`src/sv/yuvcm_pkg.sv`:
```
// yuvcm_pkg: shared constants, codes and types of the yuv color matrix block
// no dependencies; imported by yuvcm_channel and yuv_color_matrix_pixel_pack
`timescale 1ns / 1ps
`default_nettype none

package yuvcm_pkg;

  // sample and component widths
  localparam int unsigned SAMPLE_W       = 8;
  localparam int unsigned COMP_W         = 10;
  localparam int unsigned WIDEN_SHIFT    = COMP_W - SAMPLE_W;
  localparam int unsigned FRAC_SHIFT     = 8;
  localparam int unsigned SHIFT_W        = 4;

  // coefficient width, default and upper bound
  localparam int unsigned COEFF_BITS_DEF = 20;
  localparam int unsigned COEFF_BITS_MAX = 20;

  // signed width that holds any post-offset channel value
  localparam int unsigned CLAMP_W        = COEFF_BITS_MAX + COMP_W + 4;

  // register file geometry
  localparam int unsigned REG_W          = 60;
  localparam int unsigned DATA_W         = 64;
  localparam int unsigned ADDR_W         = 6;
  localparam int unsigned IDX_W          = 3;
  localparam int unsigned CTL_W          = 5;
  localparam int unsigned LIM_W          = 2 * COMP_W;
  localparam int unsigned FMT_W          = 2;
  localparam int unsigned CTL_EN_BIT     = 4;

  // reset values
  localparam logic [LIM_W-1:0]  LIM_RESET   = LIM_W'(20'hFFC00);
  localparam logic [COMP_W-1:0] ALPHA_RESET = '1;

  // register indexes
  typedef enum logic [IDX_W-1:0] {
    REG_ROW0   = 3'd0,
    REG_ROW1   = 3'd1,
    REG_ROW2   = 3'd2,
    REG_OFS    = 3'd3,
    REG_CTL    = 3'd4,
    REG_LIM    = 3'd5,
    REG_ALPHA  = 3'd6,
    REG_FMT    = 3'd7
  } reg_idx_e;

  // output byte orders
  typedef enum logic [FMT_W-1:0] {
    FMT_ABGR = 2'd0,
    FMT_ARGB = 2'd1,
    FMT_YUV  = 2'd2
  } out_fmt_e;

  // per-stage advance strobes of the pipeline
  typedef struct packed {
    logic s1;
    logic s2;
    logic s3;
  } pipe_adv_t;

  // clamp to [lo, hi], the high limit wins when lo exceeds hi
  function automatic logic [COMP_W-1:0] clamp_comp(
    input logic signed [CLAMP_W-1:0] v,
    input logic [COMP_W-1:0]         lo,
    input logic [COMP_W-1:0]         hi
  );
    logic signed [CLAMP_W-1:0] r;
    logic signed [CLAMP_W-1:0] lo_s;
    logic signed [CLAMP_W-1:0] hi_s;
    lo_s = $signed({{(CLAMP_W - COMP_W){1'b0}}, lo});
    hi_s = $signed({{(CLAMP_W - COMP_W){1'b0}}, hi});
    r = v;
    if (r < lo_s) r = lo_s;
    if (r > hi_s) r = hi_s;
    return r[COMP_W-1:0];
  endfunction

endpackage

`default_nettype wire

```
`src/sv/yuvcm_channel.sv`:
```
// yuvcm_channel: one output channel of the color matrix, three pipeline stages
// depends on yuvcm_pkg (widths, pipe_adv_t, clamp_comp)
`timescale 1ns / 1ps
`default_nettype none

module yuvcm_channel import yuvcm_pkg::*; #(
  parameter int unsigned COEFF_BITS = COEFF_BITS_DEF
) (
  input  wire logic                    clk_i,
  input  wire pipe_adv_t               adv_i,
  input  wire logic [COMP_W-1:0]       src_i [3],
  input  wire logic [3*COEFF_BITS-1:0] coeffs_i,
  input  wire logic [COEFF_BITS-1:0]   offset_i,
  input  wire logic [SHIFT_W-1:0]      shift_i,
  input  wire logic                    mtx_en_i,
  input  wire logic [COMP_W-1:0]       lo_i,
  input  wire logic [COMP_W-1:0]       hi_i,
  output logic [COMP_W-1:0]            comp_o
);

  localparam int unsigned PROD_W = COMP_W + 1 + COEFF_BITS;
  localparam int unsigned ACC_W  = PROD_W + 2;
  localparam int unsigned TOT_W  = ACC_W + 1;

  logic signed [PROD_W-1:0] prod_d [3];
  logic signed [PROD_W-1:0] prod_q [3];
  logic [COMP_W-1:0]        bypass1_q;
  logic signed [ACC_W-1:0]  sum_w;
  logic signed [ACC_W-1:0]  acc_d;
  logic signed [ACC_W-1:0]  acc_q;
  logic [COMP_W-1:0]        bypass2_q;
  logic signed [TOT_W-1:0]  tot_w;
  logic signed [TOT_W-1:0]  tot_sh_w;
  logic [COMP_W-1:0]        comp_d;
  logic [COMP_W-1:0]        comp_q;

  // stage 1: coefficient products, component taken as non-negative
  always_comb begin
    for (int k = 0; k < 3; k++) begin
      prod_d[k] = $signed({1'b0, src_i[k]}) * $signed(coeffs_i[k*COEFF_BITS +: COEFF_BITS]);
    end
  end

  // stage 2: sum of products, floor shift by the configured amount
  always_comb begin
    sum_w = $signed({{2{prod_q[0][PROD_W-1]}}, prod_q[0]})
          + $signed({{2{prod_q[1][PROD_W-1]}}, prod_q[1]})
          + $signed({{2{prod_q[2][PROD_W-1]}}, prod_q[2]});
    acc_d = sum_w >>> shift_i;
  end

  // stage 3: offset, fixed shift, clamp or pass-through
  always_comb begin
    tot_w    = $signed({acc_q[ACC_W-1], acc_q})
             + $signed({{(TOT_W - COEFF_BITS){offset_i[COEFF_BITS-1]}}, offset_i});
    tot_sh_w = tot_w >>> FRAC_SHIFT;
    if (mtx_en_i) begin
      comp_d = clamp_comp(CLAMP_W'(tot_sh_w), lo_i, hi_i);
    end else begin
      comp_d = bypass2_q;
    end
  end

  // payload registers, loaded as each stage advances
  always_ff @(posedge clk_i) begin
    if (adv_i.s1) begin
      prod_q    <= prod_d;
      bypass1_q <= src_i[0];
    end
    if (adv_i.s2) begin
      acc_q     <= acc_d;
      bypass2_q <= bypass1_q;
    end
    if (adv_i.s3) begin
      comp_q    <= comp_d;
    end
  end

  assign comp_o = comp_q;

endmodule

`default_nettype wire

```
`config.mk`:
```
export PLATFORM = sky130hd
export DESIGN_NAME = yuvcm_channel
export DESIGN_NICKNAME = d
export VERILOG_FILES = /design/src/sv/yuvcm_pkg.sv /design/src/sv/yuvcm_channel.sv
export SDC_FILE = /design/constraint.sdc
export NUM_CORES = 2
export LEC_CHECK = 0
export ABC_CLOCK_PERIOD_IN_PS = 7800
export BUFFER_PORTS_ARGS = -buffer_cell sky130_fd_sc_hd__buf_2
export CAP_MARGIN = 20
export CORE_ASPECT_RATIO = 1.4
export CORE_MARGIN = 3
export CORE_UTILIZATION = 45
export CTS_CLUSTER_DIAMETER = 40
export CTS_CLUSTER_SIZE = 8
export DETAILED_ROUTE_END_ITERATION = 6
export SLEW_MARGIN = 0
export SYNTH_ARGS = -nofsm -noshare
export SYNTH_HDL_FRONTEND = slang
export SYNTH_SLANG_ARGS = --single-unit
export TNS_END_PERCENT = 10
```
`constraint.sdc`:
```
create_clock -name clk_i -period 7.8 [get_ports clk_i]
set_clock_uncertainty 0.1 [all_clocks]
set_input_delay 1.56 -clock clk_i [delete_from_list [all_inputs] [get_ports clk_i]]
set_output_delay 1.56 -clock clk_i [all_outputs]
set_load 0.05 [all_outputs]
```
==> results.py <==
metrics = {
    "timing": {
        "final_min_period_over_clock_period_pct": 91.2,
        "slew-limit-headroom_pct": 29.3,
        "tns_ns": 0,
        "worst-slew-pin-transition_ns": 1.06,
        "final-max-slew-violation-count": 0,
        "fin_crit_ns": 7.11,
        "report.final.hold_viol_count": 0,
        "setup_violations": 0,
        "fmaxAchievable_mhz": 141,
        "rsz0062_at_grt": "no",
    },
    "drt": {
        "firstDrtPassIters": 5,
        "vias": 23300,
        "postRouteAntennaNets": 0,
        "drt-total-wl_um": 77000,
        "drc": 0,
        "viasPerCell": 5.28,
        "drt_iter0_drc": 959,
        "wl_per_cell_um": 17.4,
    },
    "worst_setup_path": {
        "ff2ff_setup_slack_ns": 1.51,
        "critPathKind": "input port to flop",
        "cp_max_fo": 20,
        "required_ns": 7.86,
        "critical_path.slowest_cell": "ha_1",
        "crit_path_end_kind": "flop",
        "critPathMostFrequentCell": "ha_1",
        "crit_buf_inv": 1,
        "critPathTopFamily": "compound AO/OA/AOI/OAI gates",
        "slowest_delay_ns": 0.48,
        "arrival_ns": 7.17,
        "start_kind": "input port",
    },
    "synth": {
        "synth_area_per_cell_um2": 9.54,
        "yosysWarnings": 0,
        "ys_async_sr_fraction_pct": 0,
        "synth-xor-area-share_pct": 3.28,
        "synthMuxAreaShare_pct": 2.15,
        "ys.flop_type": "edfxtp_1",
        "syn_area_um2": 32600,
        "yosysTopAreaCellShare_pct": 34.6,
        "synth_cells": 3418,
        "synth-compound-area-share_pct": 10.3,
        "synth_edf_count": 156,
        "syn_nets": 4410,
        "yosys-top-cells-area": "fa_1 35%, edfxtp_1 14%, ha_1 11%",
        "synth_top_family_by_area": "adder cells",
        "yosys.area.top_type": "fa_1",
        "ys_seq_elements": 156,
        "ys_seq_area_share_pct": 14.4,
        "synthAdderAreaFrac_pct": 45.7,
        "yosys.area_share.simple_pct": 15.8,
        "ys_types": 88,
    },
    "clock_network": {
        "cts-root-buf": "clkbuf_16",
        "cts_tree": "built",
        "numCtsBuffers": 17,
        "cts_htree_levels": 4,
        "clk_latency_ns": 0.45,
        "ctsLongestPathBuffers": 2,
        "hold_buffers": 0,
        "cts_num_sinks": 156,
        "cts_setup_buffers": 0,
        "clkTransAtPathRegs_ns": 0.07,
        "cts_resized": 0,
    },
    "run_status": {
        "status": "complete, no violations",
    },
    "global_routing": {
        "grt_pass1_wl_um": 128000,
        "overflow": 0,
        "track_usage_pct": 21.1,
        "first_global_vias": 25100,
        "antenna_found_initial": 6,
        "grt_start_max_net_pins": 76,
    },
    "die": {
        "initial_core_util_pct": 45.5,
        "io_pins": 149,
        "fp.dieW_um": 234,
        "die_h_um": 325,
        "coreArea_um2": 71700,
        "die_area_um2": 75800,
        "rows": 116,
    },
    "placement": {
        "gp_congestion": 0.853,
        "portBuffers": 148,
        "hpwl_um": 65100,
    },
    "final_layout": {
        "drive_gt1_share_pct": 7.67,
        "area_growth_pct": 6.49,
        "seqCellArea_um2": 4680,
        "fillers": 6920,
        "fin_nets": 4448,
        "multiInputGateArea_um2": 25200,
    },
    "hold_path": {
        "min_path_type": "flop to flop",
    },
    "run": {
        "maxCapViolations": 0,
    },
}
cell usage after synthesis, types with 44 or more instances:
master,n
inv_1,573
fa_1,563
nand2_1,371
and2_1,356
ha_1,290
edfxtp_1,156
clkbuf_1,143
a21oi_1,131
nor2_1,105
xnor2_1,92
o21ai_0,82
a21o_1,44
registers in the layout (all words and copies together), names as in the netlist:
signal and flops:
bypass1_q 10, comp_o 10, prod_q 93, acc_q 33, bypass2_q 10
metal layers:
metal	vias up	GRT usage, %	part of all wire, %
met1	11800	26.6	42
met3	94	1.46	2.4
met5	-	0	0.035
li1	11100	-	-
met4	4	6.06	2.6
met2	375	38.7	53
per-stage QoR:
step                setup WS [ns]  utilization [%]  hold WS (ns)  cell area [um^2]  instances
floorplan                   0.516                -         0.300             32600       3418
global placement            0.291             47.6         0.424             34100       4381
detailed placement          0.216             47.6         0.405             34100       4381
CTS                         0.693             48.4         0.417             34700       4413
global route               0.0950             48.4         0.429             34700       4416
finish                      0.687             48.4         0.404             34700       4418
worst paths after layout:
path / from / endpoint / cells past startpoint
max reg2reg: acc_q[5]$_DFFE_PP_ / comp_o[2]$_DFFE_PP_ / 27
min reg2reg: bypass1_q[1]$_DFFE_PP_ / bypass2_q[1]$_DFFE_PP_ / 0
min: bypass1_q[1]$_DFFE_PP_ / bypass2_q[1]$_DFFE_PP_ / 0
max: offset_i[5] / comp_o[2]$_DFFE_PP_ / 28
area by class of cell:
class	count	share of cell area [%]
Clock inverter	14	0.461
Clock buffer	18	1.24
Timing Repair Buffer	169	2.59
Multi-Input combinational cell	2536	72.6
Sequential cell	156	13.5
Antenna cell	5	0.0360
Tap cell	944	3.40
Inverter	576	6.22
logic make-up after synthesis:
kind of cell | Yosys count
AND/OR/NAND/NOR | 1024
adder cells (fa/ha/maj) | 853
buffers and inverters | 726
AO/OA/AOI/OAI | 485
flip-flops | 156
XOR/XNOR | 122
multiplexers | 52
cells in the final DEF, fill, tap and decap left out, types with 17 or more instances in the layout:
cell / n
nand2b_1: 20
o211ai_1: 17
nand2_1: 371
a211oi_1: 34
o21ai_0: 82
mux2i_1: 25
edfxtp_1: 156
o21a_1: 27
ha_1: 290
fa_1: 563
nand3_1: 41
buf_4: 22
xnor2_1: 92
inv_1: 573
nor3_1: 35
a21oi_1: 131
nor2b_1: 24
a21o_1: 44
buf_2: 147
and2_1: 356
xor2_1: 30
nor2_1: 105
clkbuf_16: 17
worst reg2reg max path, stage by stage (launching register included):
cell and delay (ns):
edfxtp_1 0.39, ha_1 0.30, a211oi_1 0.27, o32a_1 0.26, o311ai_4 0.16, a21oi_1 0.28, nor2b_1 0.08, nor2_1 0.12
xnor2_1 0.18, ha_1 0.28, nor2b_1 0.13, o21ai_0 0.14, nand2b_1 0.07, a21oi_1 0.13, nor2b_1 0.06, o21ai_0 0.16
nand2b_1 0.07, a21oi_1 0.13, nor4bb_1 0.24, ha_1 0.48, mux2_2 0.41, ha_1 0.30, nand3_1 0.12, nor3_1 0.19
o21bai_1 0.10, a221o_1 0.35, o31ai_4 0.26, o221ai_2 0.23
Power is left out: the tool's default activity adds up to more than one toggle a clock period on the data nets, which glitch-free logic cannot reach.
